**src/rtl/qrr_pkg.sv**
```systemverilog
// Shared constants for the quadratic real-root pipeline.
// No dependencies; qrr_front, quadratic_real_roots and the checker reference it by scoped name.
package qrr_pkg;

  localparam int FRAC = 8;

  localparam logic [1:0] ST_OK     = 2'd0;
  localparam logic [1:0] ST_AZERO  = 2'd1;
  localparam logic [1:0] ST_NOREAL = 2'd2;

endpackage

```
**src/rtl/qrr_front.sv**
```systemverilog
// Discriminant front end: products, then discriminant, status and radicand.
// Depends on qrr_pkg.
module qrr_front #(
  parameter int CW   = 16,
  parameter int RADW = 2*CW + 18
) (
  input  logic                 clk,
  input  logic                 rst_n,
  input  logic                 en,
  input  logic                 in_v,
  input  logic signed [CW-1:0] a,
  input  logic signed [CW-1:0] b,
  input  logic signed [CW-1:0] c,
  output logic                 out_v,
  output logic [RADW-1:0]      rad,
  output logic signed [CW-1:0] a_o,
  output logic signed [CW-1:0] b_o,
  output logic [1:0]           status
);

  logic                   v1_r, v2_r;
  logic signed [2*CW-1:0] bb_r, ac_r;
  logic signed [CW-1:0]   a1_r, b1_r, a2_r, b2_r;
  logic [RADW-1:0]        rad_r, rad_nxt;
  logic [1:0]             st_r, st_nxt;
  logic signed [2*CW+2:0] disc;

  always_comb begin
    disc = {{3{bb_r[2*CW-1]}}, bb_r} - {ac_r[2*CW-1], ac_r, 2'b00};
    rad_nxt = '0;
    if (a1_r == '0) begin
      st_nxt = qrr_pkg::ST_AZERO;
    end else if (disc[2*CW+2]) begin
      st_nxt = qrr_pkg::ST_NOREAL;
    end else begin
      st_nxt = qrr_pkg::ST_OK;
      rad_nxt = {{(RADW-2*CW-1-2*qrr_pkg::FRAC){1'b0}}, disc[2*CW:0],
                 {(2*qrr_pkg::FRAC){1'b0}}};
    end
  end

  always_ff @(posedge clk) begin
    if (!rst_n) begin
      v1_r <= 1'b0;
      v2_r <= 1'b0;
    end else if (en) begin
      v1_r <= in_v;
      v2_r <= v1_r;
    end
  end

  always_ff @(posedge clk) begin
    if (en) begin
      bb_r  <= b * b;
      ac_r  <= a * c;
      a1_r  <= a;
      b1_r  <= b;
      rad_r <= rad_nxt;
      st_r  <= st_nxt;
      a2_r  <= a1_r;
      b2_r  <= b1_r;
    end
  end

  assign out_v  = v2_r;
  assign rad    = rad_r;
  assign a_o    = a2_r;
  assign b_o    = b2_r;
  assign status = st_r;

endmodule

```
**config.mk**
```make
export PLATFORM = sky130hd
export DESIGN_NAME = qrr_front
export DESIGN_NICKNAME = d
export VERILOG_FILES = /design/src/rtl/qrr_pkg.sv /design/src/rtl/qrr_front.sv
export SDC_FILE = /design/constraint.sdc
export NUM_CORES = 1
export LEC_CHECK = 0
export ABC_AREA = 1
export ABC_CLOCK_PERIOD_IN_PS = 9800
export BUFFER_PORTS_ARGS = -buffer_cell sky130_fd_sc_hd__buf_4
export CAP_MARGIN = 10
export CELL_PAD_IN_SITES_DETAIL_PLACEMENT = 2
export CELL_PAD_IN_SITES_GLOBAL_PLACEMENT = 2
export CORE_MARGIN = 5
export CORE_UTILIZATION = 43
export DETAILED_ROUTE_END_ITERATION = 6
export GPL_ROUTABILITY_DRIVEN = 0
export GPL_TIMING_DRIVEN = 1
export PLACE_DENSITY_LB_ADDON = 0.15
export SKIP_CTS_REPAIR_TIMING = 1
export SYNTH_ARGS = -nofsm -noshare
export SYNTH_HDL_FRONTEND = slang
export SYNTH_SLANG_ARGS = --single-unit
```
**constraint.sdc**
```tcl
create_clock -name clk -period 9.8 [get_ports clk]
set_input_delay 0.49 -clock clk [delete_from_list [all_inputs] [get_ports clk]]
set_output_delay 0.49 -clock clk [all_outputs]
set_load 0.03 [all_outputs]
```
# Word level (Yosys, flattened, before mapping)
# Index checks and enable logic that the tools add are counted.
dict set report word_totals {
  reg_bits 182
  input_bits 52
  out_inout_bits 85
}
dict set report op_classes {
  addsub 1
  mul 2
  muxes 1
  n_reduce_logical 2
}
# op count
set op_table {}
lappend op_table {{multiplier 16 x 16 -> 32 bit} 2}
lappend op_table {{subtractor 32 x 34 -> 35 bit} 1}
lappend op_table {{logical NOT 16 bit} 1}
lappend op_table {{two-way mux 2 bit} 1}
lappend op_table {{OR reduction 2 bit} 1}

# Logic depth before layout (Yosys ltp)
dict set report logic_depth {
  depth_word 2
  mapped_depth 27
}

# Least setup slack after synthesis
# Ideal clock, no wire load.
dict set report synth_timing {
  path_kind {input port to flip-flop}
  from {in b[1]}
  to {reg bb_r[27] (data pin)}
  arrival_time_ps 5652
  t_required_ps 9547
  setup_slack_ps 3895
  cell_stages 22
  path_cell_list {clkbuf_1 -> clkbuf_1 -> nand2_1 -> inv_1 -> fa_1 -> fa_1 -> fa_1 -> fa_1 -> fa_1 -> inv_1 -> fa_1 -> inv_1 -> ha_1 -> nand2_1 -> nor2_1 -> inv_1 -> nor3_1 -> nand3_1 -> nand3_1 -> nand2_1 -> inv_1 -> nor2_1}
}
dict set report synth_between {
  elab_chain_len 1
}
# item line
set synth_lines {}
lappend synth_lines {{start: declaration} qrr_front.sv:12} ;# input logic signed [CW-1:0] b,
lappend synth_lines {{multiplier 16 x 16 -> 32 bit} qrr_front.sv:54} ;# bb_r <= b * b;
lappend synth_lines {{end signal: assignment} qrr_front.sv:54}
lappend synth_lines {{end: declaration} qrr_front.sv:22} ;# logic signed [2*CW-1:0] bb_r, ac_r;
# No other way between the ends.
# A chain may end at the register's enable or synchronous reset.

# Final worst setup path
dict set report layout_timing {
  from {in b[15]}
  to {reg bb_r[24] (data pin)}
}
# Same word-level chain as after synthesis.

==> qor.txt <==
Critical Path AT: 6410 ps
Worst hold-check path type: primary input to register
# IOs: 137
Setup Viol. Count Final: 0
Max_cap viols: 0
Cell variety after synth: 38
Seq/Total Area, Yosys: 17.4%
CTS Buf Count: 17
Required @ worst endpoint: 10080 ps
Syn avg cell area: 8.30 um2
Achievable clock frequency: 163 MHz
Clk Latency, worst-skew pair: 500 ps
Post-synth EDFFs: 160
Vias in the first global route: 27100
Post-Place Setup Slack: 3320 ps
Fillers: 7267
Flip-flop and latch area: 4840 um2
Final Hold Viols: 0
R2R Path Start: a1_r[3]
Syn Inst Count: 3354
PnR worst setup slack: 3670 ps
Ys flop type: edfxtp_1
DP Cell Count: 4236
Max clock buf depth: 2
CTS clk-pin slew, worst paths: 80 ps
Multi-input logic area: 18800 um2
Commonest non-fill, non-tap cell in the layout: inv_1
Synthesized cell area: 27800 um2
Initial Util: 43.3%
Critical path type: primary input to register
Max FO, Critical Path: 23
DRC viols: 0
Largest net degree at the start of global routing: 88
Average wire per standard cell: 22.3 um
Setup Skew: 15.3 ps
Core Area: 64300 um2
Via Count: 21900
Row count: 93
Die area: 69900 um2
Die height: 264 um
Tightest Pin Transition: 1190 ps
Crit path capture type: register
ANT cells: 0
Initial antenna violation count: 1
Tot GR Track Use: 27.7%
H-Tree Depth: 4
GRT Residual Overflow: 0
CTS tree: yes
Setup crit start: b[15]
Area Growth Syn to Fin: 7.55%
Hold Startpoint: in_v
Finished Layout Cells: 4268
Share of cells above drive strength 1: 5.24%
Vias per cell: 5.13
DP Wirelength: 80200 um
Die X: 264 um
Async SR Flop Fraction: 0%
Final min period: 6130 ps
Root cell of the clock tree: clkbuf_16
Most frequent cells in the layout: 994 x inv_1, 794 x nand2_1, 497 x fa_1
Critical path launch point type: primary input
Final setup TNS: 0 ps
DRT iter0 DRCs: 1010
RSZ-0062 raised after global routing: no
Final period utilization: 62.5%
#FFs+latches synth: 162
Status: finished, final reports clean
DRT Pass-1 Iters: 5
Global-route wire length before repair: 151000 um
Routed WL: 95100 um
Sink Count: 162
Slew Limit Fails: 0
Number of port buffers: 118
Post-DRT Antenna Nets: 0
NumNets Final: 4154
Worst relative slew slack: 20.6%
Synth warn: 0
Yosys cell counts (all sizes together), types with 11 or more instances:
cell type / n / area [um2]
fa: 497 / 9950
or2: 13 / 81.3
xor2: 53 / 464
edfxtp: 160 / 4800
nand2: 800 / 3020
o21bai: 18 / 135
inv: 994 / 3730
a21oi: 101 / 509
o21ai: 38 / 190
clkbuf: 86 / 323
a21o: 11 / 82.6
nand4: 21 / 131
ha: 205 / 2560
nor2: 164 / 626
nand3: 86 / 448
buf: 23 / 176
nor3: 26 / 135
xnor2: 31 / 272
per-layer routing:
metal	share of wire, %	track usage (%)	vias up
li1	-	-	9787
met1	38	31.7	11400
met2	55	53.2	476
met3	3.2	3.01	183
met4	3.7	10.2	2
met5	0.014	0	-
area by class of cell:
type | count | share of cell area, %
repair buffers | 119 | 3.00
inverters | 995 | 12.5
well taps | 855 | 3.57
multi-input cells | 2105 | 62.9
clock inverters | 14 | 0.476
flip-flops and latches | 162 | 16.2
clock buffers | 18 | 1.43
final timing paths:
check / end / slack [ps] / depth (start not counted)
worst max-delay path: bb_r[24] / 3670 / 21
worst min-delay path: v1_r / 260 / 3
worst max register to register: rad[16] / 7060 / 5
worst min register to register: b_o[4] / 410 / 0
per-stage QoR:
stage	hold WS (ps)	util, %	cell area [um2]
after floorplan	400	-	27900
after global placement	403	45.7	29400
after detailed placement	405	45.7	29400
after CTS	237	46.5	30000
after global routing	265	46.5	30000
final	257	46.5	30000
critical path, stage by stage:
cell and delay [ps]:
buf_4 280, clkinv_1 450, nor2_1 300, xnor2_1 150
ha_1 260, a31o_2 240, fa_1 510, fa_1 470
fa_1 520, fa_1 500, inv_1 50, fa_1 490
inv_1 60, ha_1 370, nand2_1 90, inv_1 120
nand2_1 140, nor3_1 330, nand3_1 140, nand3_1 120
xor2_1 330
flip-flops by register name, indices dropped and copies added, names as in the netlist:
signal and cells:
out_v 1, status 2, a_o 16, bb_r 31, v1_r 1, rad 32, b_o 16, a1_r 16
b1_r 15, ac_r 32
kinds of logic (layout without fill, tap and decap cells):
logic type	after synthesis	count (layout)	share of synthesized area, %
other cells	1	18	0.0135
fa+ha+maj	702	702	44.9
buf+inv	1104	1146	15.2
simple gates	1125	1125	16.3
compound gates	176	176	3.51
xor+xnor	84	84	2.64
flops	162	162	17.4
Power is left out: the tool's default activity adds up to more than one toggle a clock period on the data nets, which glitch-free logic cannot reach.
