<file path="src/rtl/qrr_div.sv">
// Pipelined restoring divider on magnitudes, one quotient bit per stage.
// No dependencies.
module qrr_div #(
  parameter int QW = 33,
  parameter int DW = 16,
  parameter int TW = 2
) (
  input  logic          clk,
  input  logic          rst_n,
  input  logic          en,
  input  logic          in_v,
  input  logic [QW-1:0] dvd,
  input  logic [DW-1:0] dvs,
  input  logic          neg_i,
  input  logic [TW-1:0] tag_i,
  output logic          out_v,
  output logic [QW-1:0] quo,
  output logic          neg_o,
  output logic [TW-1:0] tag_o
);

  logic          v_w   [QW+1];
  logic [QW-1:0] qd_w  [QW+1];
  logic [DW-1:0] rem_w [QW+1];
  logic [DW-1:0] dvs_w [QW+1];
  logic          neg_w [QW+1];
  logic [TW-1:0] tag_w [QW+1];

  assign v_w[0]   = in_v;
  assign qd_w[0]  = dvd;
  assign rem_w[0] = '0;
  assign dvs_w[0] = dvs;
  assign neg_w[0] = neg_i;
  assign tag_w[0] = tag_i;

  for (genvar i = 0; i < QW; i++) begin : g_stage
    logic          v_r;
    logic [QW-1:0] qd_r;
    logic [DW-1:0] rem_r;
    logic [DW-1:0] dvs_r;
    logic          neg_r;
    logic [TW-1:0] tag_r;
    logic [DW:0]   t, diff;
    logic          ge;

    always_comb begin
      t    = {rem_w[i], qd_w[i][QW-1]};
      diff = t - {1'b0, dvs_w[i]};
      ge   = (t >= {1'b0, dvs_w[i]});
    end

    always_ff @(posedge clk) begin
      if (!rst_n) begin
        v_r <= 1'b0;
      end else if (en) begin
        v_r <= v_w[i];
      end
    end

    always_ff @(posedge clk) begin
      if (en) begin
        qd_r  <= {qd_w[i][QW-2:0], ge};
        rem_r <= ge ? diff[DW-1:0] : t[DW-1:0];
        dvs_r <= dvs_w[i];
        neg_r <= neg_w[i];
        tag_r <= tag_w[i];
      end
    end

    assign v_w[i+1]   = v_r;
    assign qd_w[i+1]  = qd_r;
    assign rem_w[i+1] = rem_r;
    assign dvs_w[i+1] = dvs_r;
    assign neg_w[i+1] = neg_r;
    assign tag_w[i+1] = tag_r;
  end

  assign out_v = v_w[QW];
  assign quo   = qd_w[QW];
  assign neg_o = neg_w[QW];
  assign tag_o = tag_w[QW];

endmodule

</file>
<file path="config.mk">
export PLATFORM = sky130hd
export DESIGN_NAME = qrr_div
export DESIGN_NICKNAME = d
export VERILOG_FILES = /design/src/rtl/qrr_div.sv
export SDC_FILE = /design/constraint.sdc
export NUM_CORES = 2
export LEC_CHECK = 0
export BUFFER_PORTS_ARGS = -buffer_cell sky130_fd_sc_hd__buf_4
export CAP_MARGIN = 0
export CORE_MARGIN = 5
export CORE_UTILIZATION = 45
export CTS_CLUSTER_SIZE = 16
export DETAILED_ROUTE_END_ITERATION = 8
export GPL_TIMING_DRIVEN = 0
export HOLD_SLACK_MARGIN = 0.15
export PLACE_DENSITY = 0.61
export SETUP_SLACK_MARGIN = 0.2
export SLEW_MARGIN = 20
export SYNTH_ARGS = -nofsm -noshare
export SYNTH_HDL_FRONTEND = slang
export SYNTH_SLANG_ARGS = --single-unit
</file>
<file path="constraint.sdc">
create_clock -name clk -period 6.4 [get_ports clk]
set_input_delay 1.28 -clock clk [delete_from_list [all_inputs] [get_ports clk]]
set_output_delay 1.28 -clock clk [all_outputs]
set_load 0.01 [all_outputs]
</file>
Yosys cells after proc, flatten, opt, wreduce, memory -nomap -nowiden --
Cells that the tools add are included.
Word-level totals: logic and storage cells 294, register bits after elaboration 2245, output and inout bits 37, input bits 56
Operators by class: $add $sub $neg 32, multiplexer cells 32, order comparisons 33
Operator list (number):
- >= comparator 17 x 16 -> 1 bit | 32
- two-way mux 16 bit | 31
- subtractor 16 bit | 31
- >= comparator 1 x 16 -> 1 bit | 1
- subtractor 1 x 16 -> 16 bit | 1
- two-way mux 1 bit | 1

Logic depth before layout (Yosys ltp) --
depth in word-level cells 2, mapped depth 12, gate-level depth less buffers 11

Worst setup path after synthesis --
Ideal clock, no wire load.
kind input port to flip-flop, from input dvd[32], to register g_stage[0].rem_r[0], data pin, arrival time 2893 ps, cell stages on the path 9, library setup time 268 ps, required time 6132 ps, path buffers 2, slack 3239 ps, path through inv_1 > ha_1 > clkbuf_1 > inv_1 > ha_1 > a21oi_1 > nor4_1 > clkbuf_1 > mux2i_1
Between the ends: longest elaborated chain between the ends 2, elaborated cells between the ends (all ways) 3, those cells by class add/sub (1); order compare (1); mux (1)
RTL lines:
- start, declared | RTL line 12 | input logic [QW-1:0] dvd,
- >= comparator 1 x 16 -> 1 bit | RTL line 49 | ge = (t >= {1'b0, dvs_w[i]});
- net g_stage[0].ge | RTL line 44 | logic ge;
- two-way mux 1 bit | RTL line 63 | rem_r <= ge ? diff[DW-1:0] : t[DW-1:0];
- end signal, assigned | RTL line 63
- end, declared | RTL line 39 | logic [DW-1:0] rem_r;
The timed path passes the listed nets, and every way through them passes these cells. A chain may end at the register's enable or synchronous reset.

==> reports/metrics.yaml <==
hold_path_depth: 0
ys_ff_latch: 2245
cts_buffer_depth: 3
io_pins: 93
criticalPathCategory: "in2reg"
syn_area_per_cell_sq_um: 14.7
num_vias: 52600
ys_top_cells_by_area: "edfxtp_1 68%, ha_1 6.6%, mux2_2 2.9%"
grt_pass1_wl_microns: 278000
place_area_sq_um: 103000
clk_latency_ns: 0.86
synthDistinctLibCells: 96
place_congestion: 0.862
power_leakage_nw: 42.1
drv_slew: 0
synth_nets: 7284
synth-main-ff-cell: "edfxtp_1"
fin_crit_ns: 5.38
use_met2_pct: 24.8
rr_endpoint: "g_stage[16].rem_r[11]$_DFFE_PP_"
crit_buf_inv: 8
tightest_slew_ns: 1.22
worst-path-max-fanout: 159
cts.sink_count: 2245
cts_max_level: 4
routed_wl_microns: 174000
gr-total-overflow: 0
drv_cap: 0
cts.repair.resized: 0
seq_area_frac_synth_pct: 68.4
yosysWarnings: 0
drt_pass1_iterations: 6
use_met1_pct: 20.1
fillCellCount: 17900
antenna_found_initial: 1
final_cell_area_sq_um: 111000
crit_chain: "buf_16 -> buf_16 -> buf_16 -> buf_16 -> buf_16 -> buf_16 -> clkbuf_1 -> clkbuf_1 -> mux2i_1 -> nor2b_1"
die_area_sq_um: 228000
grt-busiest-layer: "met2"
synth_area_sq_um: 98100
rows: 171
setup.worst_path.start_class: "input pin"
crit_family: "buffers and inverters"
cp_data_required_time_ns: 7.10
yosysTopAreaCellShare_pct: 67.7
crit_arrival_ns: 6.08
r2r_start: "g_stage[15].dvs_r[1]$_DFFE_PP_"
setup.worst_path.end_class: "flip-flop"
cts_tree: "yes"
rsz0062_at_grt: "false"
async_reset_ff_share_pct: 0
place_hpwl_microns: 120000
clock-root-buffer: "clkbuf_16"
clk_pin_slew_worst_paths_ns: 0.06
syn_inst: 6683
die_w_microns: 477
reg2reg_depth: 11
grt_util_met3_pct: 2.56
fin_crit_sh_pct: 84.0
power_density_nw_per_um2: 471
cpPeakStageDelay_ns: 0.57
fmax_mhz: 186
port_buffers: 92
max_slew_margin_pct: 16.7
synth-edff-count: 2212
synth_top_area_cell: "edfxtp_1"
start_util_pct: 45.2
drc: 0
numCtsBuffers: 234
tns_ns: 0
post_cts_buffers: 0
setup_viol_count_final: 0
drtIter0Drc: 3559
cpMostUsedCell: "buf_16"
finalNetCount: 7627
holdPathEnd: "quo[26]$_DFFE_PP_"
routedWlPerCell_microns: 17.2
hold_class: "reg2reg"
skew_ns: 0.0523
hold_start: "g_stage[31].qd_r[25]$_DFFE_PP_"
fp.coreArea_sq_um: 217000
viasPerCell: 5.22
grt_use_total_pct: 15.0
status: "finished clean"
hold_viol: 0
r2r_setup_slack_ns: 2.27
grt_max_degree: 160
syn2layout_area_growth_pct: 13.0
grt_pass1_vias: 52300
ant_nets: 0
dieHeight_microns: 477
ir_drop_mv: 0.283
worst_path_max_delay_cell: "buf_16"
cts_hold_buffers: 0
drive_above_1_share_pct: 11.4
final cells by class:
type	instances	area [sq um]	area share (%)
multi-input cells	3701	28200	25.4
clock buffers	275	6030	5.44
repair buffers	107	1120	1.01
diodes	3	7.51	0.00677
plain buffers	70	335	0.302
well taps	2854	3570	3.22
inverters	667	2510	2.26
clock inverters	164	2060	1.85
flip-flops and latches	2245	67100	60.5
synthesized netlist by cell type (9+ instances only):
cell	number
ha_1	514
a211oi_1	37
o21bai_1	30
mux2_4	9
a21oi_1	368
a21o_1	99
mux2i_1	81
fa_1	31
o31a_1	34
or4_1	10
nand3_1	75
nor2_1	401
o2111ai_1	10
o41ai_1	14
xor2_1	125
buf_2	24
a31oi_1	36
mux2_1	23
o211a_1	9
o21a_1	92
o21ai_0	224
and3_1	32
a21boi_0	16
o31ai_1	47
mux2_2	257
nor2b_1	123
nor4_1	24
and2_1	33
a211o_1	23
clkbuf_1	36
nand2b_1	51
o211ai_1	19
a2111oi_0	23
nand2_1	192
or3_1	29
nor3_1	127
edfxtp_1	2212
inv_1	666
or2_2	30
dfxtp_1	33
nand4_1	63
and4_1	15
xnor2_1	228
cells by family after synthesis:
logic type / synth area share, %
compound gates: 8.03
xor+xnor: 3.15
fa+ha+maj: 7.19
buf+inv: 2.90
flops: 68.4
mux: 4.18
simple gates: 6.20
per-layer routing:
layer  routed length [microns]  part of all wire, %  up-vias
met5                         0                    0        -
li1                          -                    -    25800
met2                     82600                   48     1006
met4                      5350                  3.1        0
met1                     78400                   45    25500
met3                      7380                  4.2      333
per-stage QoR:
step / hold WS (ns) / worst slack (ns) / total power, mW / cells / utilization (%)
2_1_floorplan: 0.400 / 3.24 / 34.1 / 6683 / -
3_3_place_gp: 0.400 / -15.94 / 38.6 / 9629 / 47.2
3_5_place_dp: 0.405 / 0.0650 / 38.5 / 9644 / 47.4
4_1_cts: 0.377 / 0.969 / 52.8 / 10100 / 51.1
5_1_grt: 0.381 / 0.589 / 55.5 / 10100 / 51.1
6_report: 0.373 / 1.02 / 52.2 / 10100 / 51.1
report_power, final:
group          internal (mW)  total [mW]  switching [mW]  leakage [nW]
clock network           8.23        13.9            5.70          3.86
logic                   7.92        17.2            9.24          16.4
registers               19.8        21.1            1.31          21.9
total                   36.0        52.2            16.3          42.1
sequential cells by signal (all words and copies together), names as in the netlist:
signal         flops
quo               33
g_stage.tag_r     64
g_stage.v_r       32
tag_o              2
neg_o              1
g_stage.dvs_r    512
g_stage.qd_r    1056
g_stage.neg_r     32
g_stage.rem_r    512
out_v              1
cells in the final DEF (no fill, tap or decap), types with 36 or more instances in the layout:
cell type	count
nor2b_1	123
inv_1	666
nand2b_1	51
a211oi_1	37
bufinv_16	36
ha_1	514
edfxtp_1	2212
a21o_1	99
clkbuf_1	76
clkinv_1	48
o31ai_1	47
mux2i_1	81
clkbuf_16	235
o21a_1	92
nand3_1	75
nor2_1	401
nor3_1	127
buf_4	98
a21oi_1	368
nand2_1	192
xnor2_1	228
mux2_2	257
xor2_1	125
o21ai_0	224
nand4_1	63
a31oi_1	36
clkinv_2	40
worst max-delay path by stage:
stage,from,end,cells after the start,slack (ns)
5_1_grt,en,g_stage[21].v_r$_SDFFE_PN0P_,10,0.59
2_1_floorplan,dvd[32],g_stage[0].rem_r[0]$_DFFE_PP_,9,3.24
3_3_place_gp,en,g_stage[29].v_r$_SDFFE_PN0P_,5,-15.94
3_5_place_dp,en,g_stage[7].v_r$_SDFFE_PN0P_,10,0.06
6_report,en,g_stage[19].v_r$_SDFFE_PN0P_,10,1.02
4_1_cts,en,g_stage[7].v_r$_SDFFE_PN0P_,10,0.97
(Power assumes the default switching activity.)
