--- src/rtl/qrr_sqrt.sv ---
// Pipelined integer square root, one root bit per stage, with a side tag.
// No dependencies.
module qrr_sqrt #(
  parameter int RADW = 50,
  parameter int TW   = 34
) (
  input  logic              clk,
  input  logic              rst_n,
  input  logic              en,
  input  logic              in_v,
  input  logic [RADW-1:0]   rad,
  input  logic [TW-1:0]     tag_i,
  output logic              out_v,
  output logic [RADW/2-1:0] root,
  output logic [TW-1:0]     tag_o
);

  localparam int SW = RADW / 2;

  logic            v_w    [SW+1];
  logic [RADW-1:0] rad_w  [SW+1];
  logic [SW+1:0]   rem_w  [SW+1];
  logic [SW-1:0]   root_w [SW+1];
  logic [TW-1:0]   tag_w  [SW+1];

  assign v_w[0]    = in_v;
  assign rad_w[0]  = rad;
  assign rem_w[0]  = '0;
  assign root_w[0] = '0;
  assign tag_w[0]  = tag_i;

  for (genvar i = 0; i < SW; i++) begin : g_stage
    logic            v_r;
    logic [RADW-1:0] rad_r;
    logic [SW+1:0]   rem_r;
    logic [SW-1:0]   root_r;
    logic [TW-1:0]   tag_r;
    logic [SW+3:0]   nr, tr, diff;
    logic            ge;

    always_comb begin
      nr   = {rem_w[i], rad_w[i][RADW-1 -: 2]};
      tr   = {2'b00, root_w[i], 2'b01};
      diff = nr - tr;
      ge   = (nr >= tr);
    end

    always_ff @(posedge clk) begin
      if (!rst_n) begin
        v_r <= 1'b0;
      end else if (en) begin
        v_r <= v_w[i];
      end
    end

    always_ff @(posedge clk) begin
      if (en) begin
        rad_r  <= rad_w[i] << 2;
        rem_r  <= ge ? diff[SW+1:0] : nr[SW+1:0];
        root_r <= {root_w[i][SW-2:0], ge};
        tag_r  <= tag_w[i];
      end
    end

    assign v_w[i+1]    = v_r;
    assign rad_w[i+1]  = rad_r;
    assign rem_w[i+1]  = rem_r;
    assign root_w[i+1] = root_r;
    assign tag_w[i+1]  = tag_r;
  end

  assign out_v = v_w[SW];
  assign root  = root_w[SW];
  assign tag_o = tag_w[SW];

endmodule

--- config.mk ---
export PLATFORM = sky130hd
export DESIGN_NAME = qrr_sqrt
export DESIGN_NICKNAME = d
export VERILOG_FILES = /design/src/rtl/qrr_sqrt.sv
export SDC_FILE = /design/constraint.sdc
export NUM_CORES = 2
export LEC_CHECK = 0
export ABC_AREA = 1
export ABC_CLOCK_PERIOD_IN_PS = 3450
export BUFFER_PORTS_ARGS = -buffer_cell sky130_fd_sc_hd__buf_2
export CORE_ASPECT_RATIO = 0.7
export CORE_MARGIN = 1.5
export CORE_UTILIZATION = 40
export CTS_BUF_LIST = sky130_fd_sc_hd__clkbuf_4 sky130_fd_sc_hd__clkbuf_8 sky130_fd_sc_hd__clkbuf_16
export DETAILED_ROUTE_END_ITERATION = 8
export PLACE_DENSITY_LB_ADDON = 0.15
export SYNTH_ARGS = -nofsm -noshare
export SYNTH_HDL_FRONTEND = slang
export SYNTH_SLANG_ARGS = --single-unit
--- constraint.sdc ---
create_clock -name clk -period 3.45 [get_ports clk]
set_input_delay 0.69 -clock clk [delete_from_list [all_inputs] [get_ports clk]]
set_output_delay 0.69 -clock clk [all_outputs]
set_load 0.005 [all_outputs]
======== After elaboration in Yosys (flattened, before gate mapping) ========
Cells that the tools add are included.
cells by class
  magnitude comparators ................... 25
  mux-type cells .......................... 24
  add/subtract/negate cells ............... 24
operators with widths
  kind                            count
  2-to-1 mux 27 bit               23
  >= comparator 29 x 10 -> 1 bit  1
  >= comparator 29 x 11 -> 1 bit  1
  >= comparator 29 x 12 -> 1 bit  1
  >= comparator 29 x 13 -> 1 bit  1
  >= comparator 29 x 14 -> 1 bit  1
  >= comparator 29 x 15 -> 1 bit  1
  >= comparator 29 x 16 -> 1 bit  1
  >= comparator 29 x 17 -> 1 bit  1
  >= comparator 29 x 18 -> 1 bit  1
  >= comparator 29 x 19 -> 1 bit  1
  >= comparator 29 x 20 -> 1 bit  1
  >= comparator 29 x 21 -> 1 bit  1
  >= comparator 29 x 22 -> 1 bit  1
  >= comparator 29 x 23 -> 1 bit  1
  >= comparator 29 x 24 -> 1 bit  1
  >= comparator 29 x 25 -> 1 bit  1
  >= comparator 29 x 26 -> 1 bit  1
  >= comparator 29 x 3 -> 1 bit   1
  >= comparator 29 x 4 -> 1 bit   1
  >= comparator 29 x 5 -> 1 bit   1
  >= comparator 29 x 6 -> 1 bit   1
  >= comparator 29 x 7 -> 1 bit   1
  >= comparator 29 x 8 -> 1 bit   1
  other kinds (27)                27
storage, ports and cells
  flip-flop bits (word level) ............. 2424
  input port bits ......................... 88

======== Longest topological paths before layout ========
  depth after elaboration ................. 2
  gate-level depth with buffers ........... 16

======== Worst setup path before layout ========
Ideal clock, no wire load.
  kind .................................... flip-flop to flip-flop
  start ................................... register g_stage[6].rem_r[6]
  end ..................................... register g_stage[7].rem_r[8], data pin
  stages on the path, launching flop included .. 14
  buffers on the path ..................... 2
  slack ................................... 1448 ps
  required time ........................... 3198 ps
  data arrival time ....................... 1750 ps
  cells stage by stage .................... edfxtp_1 ha_1 buf_6 nand2_2 inv_2 nand2_1 nand2_2 nor2_4 nand2_1 nor2_4 nand2_4 buf_6 nand2_1 nand2_1
on the way
  cells in the longest elaborated chain, start to end .. 2
  elaborated cells between the ends (all ways) .. 3
ends and longest elaborated chain
  item                           line  RTL
  from (decl)                    35    logic [SW+1:0] rem_r;
  from (signal assigned)         59    rem_r <= ge ? diff[SW+1:0] : nr[SW+1:0];
  >= comparator 29 x 9 -> 1 bit  45    ge = (nr >= tr);
  named net g_stage[7].ge        39    logic ge;
  2-to-1 mux 27 bit              59
  to (signal assigned)           59
  to (decl)                      35
The timed path passes the listed nets, and every way through them passes these cells.
A chain may end at the register's enable or synchronous reset.

======== Final worst setup path ========
  start ................................... register g_stage[15].root_r[14]
  end ..................................... register g_stage[16].rem_r[15], data pin
on the way
  cells in the longest elaborated chain, start to end .. 2
ends and longest elaborated chain
  item                            line  RTL
  from (decl)                     36    logic [SW-1:0] root_r;
  from (signal assigned)          60    root_r <= {root_w[i][SW-2:0], ge};
  >= comparator 29 x 18 -> 1 bit  45
  2-to-1 mux 27 bit               59
  to (signal assigned)            59
  to (decl)                       35
No other way between the ends.

==> impl_metrics.yaml <==
synthesis:
  synth_flop_cell: "sky130_fd_sc_hd__edfxtp_1"
  synthesized_netlist_net_count: 11300
  largest_family_of_logic_cells_by_synthesized_area: "simple AND/OR/NAND/NOR gates"
  ys_types: 57
  netlist.area_leader.share_pct: 63.8
  synthCells: 10900
  synthesis.area_sq_mm: 0.112
  yosysTopAreaCell: "sky130_fd_sc_hd__edfxtp_1"
  ys_async_sr_fraction_pct: 0
  synth.area.mux_share_pct: 0
  avgSynthCellArea_sq_um: 10.3
  yosys.area_share.adder_pct: 3.92
  synth_simple_gate_area_share_pct: 20.3
  ys_seq_elements: 2411
  synth_area_in_xor_xnor_pct: 1.95
  synth_enable_flop_cells: 2386
  ys_seq_area_share_pct: 64.3
  most_area_consuming_cells_after_synthesis: "sky130_fd_sc_hd__edfxtp_1, sky130_fd_sc_hd__nand2_1, sky130_fd_sc_hd__inv_1, sky130_fd_sc_hd__ha_1, sky130_fd_sc_hd__nor2_1"
  post_synthesis_compound_gate_area_fraction_pct: 2.79
  synth_warnings: 0
clocking:
  post-cts-setup-buffers: 0
  cts_htree_levels: 4
  tritoncts_num_sinks: 2411
  clk_latency_ps: 920
  clk_pin_slew_worst_paths_ps: 60
  cts_hold_buf: 83
  clock_tree.root_cell: "sky130_fd_sc_hd__clkbuf_16"
  post_cts.resized_instances: 0
  cts_inserted_buffers: 241
  cts_max_path_buffers: 4
  cts_tree: "yes"
worst_hold_path:
  hold_path_class: "in2reg"
global_route:
  grt.total_usage_pct: 18.8
  grtUsageMet2_pct: 25.4
  number_of_global_route_vias_before_repair: 69100
  wire_length_of_the_first_global_routing_pass_mm: 414
  grt_util_met1_pct: 30.8
  antenna_found_initial: 8
  global_route.usage.met3_pct: 3.41
  grt_overflow_total: 0
  largest_net_degree_at_the_start_of_global_routing: 114
  busiest_layer: "met1"
floorplanning:
  dieHeight_microns: 446
  dieArea_sq_mm: 0.284
  pin_count: 148
  placeableCoreArea_sq_mm: 0.279
  starting_utilization_of_the_core_area_pct: 40.3
  fp-row-count: 162
  fp.dieW_microns: 636
timing:
  fin_setup_tns_ps: 0
  final.min_clock_period_ps: 2890
  maximum_achievable_frequency_mhz: 346
  worst-slew-pin-transition_ps: 926
  final_hold_violation_count: 0
  timing.final.setup_violations: 0
  slew_viol_final: 0
  period_share_pct: 83.9
  slew_headroom_pct: 37.6
  fin_worst_skew_ps: 86.0
  rsz_0062_raised_after_global_routing: "false"
  fin_ws_ps: 557
routing:
  drt_iter0_markers: 6781
  route.detailed.wl_per_inst_microns: 17.8
  drt_drc_violations_left: 0
  drt_pass1_iterations: 7
  ant_nets: 0
  vias_per_cell: 4.83
  postRouteWirelength_mm: 271
  dr_total_vias: 73600
setup_path:
  setup.worst_path.end_class: "register"
  setup.worst_path.class: "reg2reg"
  worst-path-max-fanout: 23
  cp_data_required_time_ps: 4170
  cp-start-kind: "register"
  timing.critical_path.arrival_ps: 3610
layout:
  postLayoutCoreUtil_pct: 45.5
  final_cell_area_sq_mm: 0.127
  fin_nets: 11800
  syn_to_final_growth_pct: 13.0
  layout-drive-gt1-share_pct: 8.33
placement:
  place_worst_setup_slack_ps: 560
  placement.cell_area_sq_mm: 0.118
  detailedPlacementHpwl_mm: 204
  final_estimated_routing_congestion_in_global_placement: 0.944
  buffer_ports.inserted: 147
status:
  run_status: "completed"
job:
  maxCapViolations: 0
power:
  pwr_density_cell_mw_per_mm2: 597
  total_leakage_power_nw: 54.8
  irDropWorstVdd_v: 0.000432
[report_power, final]
| part | internal (W) | leakage [nW] | total (W) | switching, W |
|---|---|---|---|---|
| registers | 0.0353 | 23.3 | 0.0370 | 0.00168 |
| logic | 0.00381 | 27.6 | 0.0120 | 0.00819 |
| clock network | 0.0154 | 3.98 | 0.0267 | 0.0113 |
| total | 0.0545 | 54.8 | 0.0757 | 0.0211 |
[cell usage after synthesis (3+ instances only)]
cell type,count
sky130_fd_sc_hd__a21o_1,4
sky130_fd_sc_hd__a21oi_1,244
sky130_fd_sc_hd__a21oi_2,85
sky130_fd_sc_hd__a21oi_4,3
sky130_fd_sc_hd__and2_1,21
sky130_fd_sc_hd__and3_1,6
sky130_fd_sc_hd__buf_2,3
sky130_fd_sc_hd__buf_4,33
sky130_fd_sc_hd__buf_6,42
sky130_fd_sc_hd__clkbuf_1,7
sky130_fd_sc_hd__clkinv_1,4
sky130_fd_sc_hd__dfxtp_1,25
sky130_fd_sc_hd__edfxtp_1,2386
sky130_fd_sc_hd__ha_1,352
sky130_fd_sc_hd__inv_1,1768
sky130_fd_sc_hd__inv_2,28
sky130_fd_sc_hd__inv_4,8
sky130_fd_sc_hd__nand2_1,3563
sky130_fd_sc_hd__nand2_2,50
sky130_fd_sc_hd__nand2_4,9
sky130_fd_sc_hd__nand3_1,540
sky130_fd_sc_hd__nand3_2,6
sky130_fd_sc_hd__nand3b_1,93
sky130_fd_sc_hd__nand4_1,145
sky130_fd_sc_hd__nor2_1,802
sky130_fd_sc_hd__nor2_2,61
sky130_fd_sc_hd__nor2_4,12
sky130_fd_sc_hd__nor3_1,98
sky130_fd_sc_hd__nor3_2,6
sky130_fd_sc_hd__nor3b_1,7
sky130_fd_sc_hd__o211ai_1,4
sky130_fd_sc_hd__o21a_1,3
sky130_fd_sc_hd__o21ai_0,114
sky130_fd_sc_hd__o21ai_1,40
sky130_fd_sc_hd__o21ai_2,21
sky130_fd_sc_hd__o21bai_1,5
sky130_fd_sc_hd__or2_2,28
sky130_fd_sc_hd__xnor2_1,63
sky130_fd_sc_hd__xor2_1,187
[layer usage]
layer  wire (microns)  part of all wire [%]
met1           142000                    52
met2           105000                    39
met3            19600                   7.2
met4             4850                   1.8
met5                0                     0
[through the flow]
| stage | hold slack [ps] | power, W | instances |
|---|---|---|---|
| global placement | 400 | 0.0494 | 14700 |
| finish | 92.2 | 0.0757 | 15300 |
| detailed placement | 405 | 0.0494 | 14700 |
| floorplan | 400 | 0.0447 | 10900 |
| global route | 62.1 | 0.0794 | 15300 |
| CTS | 7.19 | 0.0766 | 15300 |
[final timing paths]
| kind | startpoint | end | slack, ps | cells after the start |
|---|---|---|---|---|
| max | g_stage[15].root_r[14] | g_stage[16].rem_r[15] | 560 | 11 |
| min | rad[48] | g_stage[0].rem_r[1] | 90 | 3 |
| max reg2reg | g_stage[15].root_r[14] | g_stage[16].rem_r[15] | 560 | 11 |
| min reg2reg | g_stage[14].rad_r[40] | g_stage[15].rad_r[42] | 360 | 0 |
[cell families after synthesis]
family	count (synthesis)
AOI/OAI and AO/OA	528
xor gates and xnor gates	250
adders and majority gates	352
DFF	2411
and+or+nand+nor	5461
other	1
buffers and inverters	1894
[sequential cells by signal, summed over array words and instances (netlist names)]
register,count
g_stage.rem_r,611
out_v,1
g_stage.rad_r,600
g_stage.tag_r,816
g_stage.root_r,300
g_stage.v_r,24
tag_o,34
root,25
[final cells by class]
cell class	count	area, sq um
Antenna cell	1	2.50
Clock buffer	284	6390
Clock inverter	150	1650
Fill cell	26200	152000
Inverter	1808	6810
Multi-Input combinational cell	6592	32500
Sequential cell	2411	72100
Tap cell	3690	4620
Timing Repair Buffer	325	2660
[placed cells by master (no fill, tap or decap), types with 41 or more instances in the layout]
cell type,Yosys,final
sky130_fd_sc_hd__a21oi_1,244,244
sky130_fd_sc_hd__a21oi_2,85,85
sky130_fd_sc_hd__buf_2,3,146
sky130_fd_sc_hd__buf_4,33,66
sky130_fd_sc_hd__clkbuf_16,0,243
sky130_fd_sc_hd__clkbuf_4,0,41
sky130_fd_sc_hd__clkinv_2,0,44
sky130_fd_sc_hd__dlygate4sd3_1,0,83
sky130_fd_sc_hd__edfxtp_1,2386,2386
sky130_fd_sc_hd__ha_1,352,352
sky130_fd_sc_hd__inv_1,1768,1768
sky130_fd_sc_hd__nand2_1,3563,3563
sky130_fd_sc_hd__nand2_2,50,50
sky130_fd_sc_hd__nand3_1,540,540
sky130_fd_sc_hd__nand3b_1,93,93
sky130_fd_sc_hd__nand4_1,145,145
sky130_fd_sc_hd__nor2_1,802,802
sky130_fd_sc_hd__nor2_2,61,61
sky130_fd_sc_hd__nor3_1,98,98
sky130_fd_sc_hd__o21ai_0,114,114
sky130_fd_sc_hd__xnor2_1,63,63
sky130_fd_sc_hd__xor2_1,187,187
[worst max-delay path, cell delays in order (launching register included)]
cell and delay [ps]:
sky130_fd_sc_hd__edfxtp_1 620, sky130_fd_sc_hd__inv_1 90, sky130_fd_sc_hd__ha_1 350, sky130_fd_sc_hd__a21oi_1 220
sky130_fd_sc_hd__nand2_1 110, sky130_fd_sc_hd__a21oi_2 270, sky130_fd_sc_hd__nand2_1 80, sky130_fd_sc_hd__nor2_1 120
sky130_fd_sc_hd__nand2_2 70, sky130_fd_sc_hd__inv_2 420, sky130_fd_sc_hd__nand2_1 120, sky130_fd_sc_hd__nand2_1 230
No activity file was read; power rests on OpenSTA's default activity.
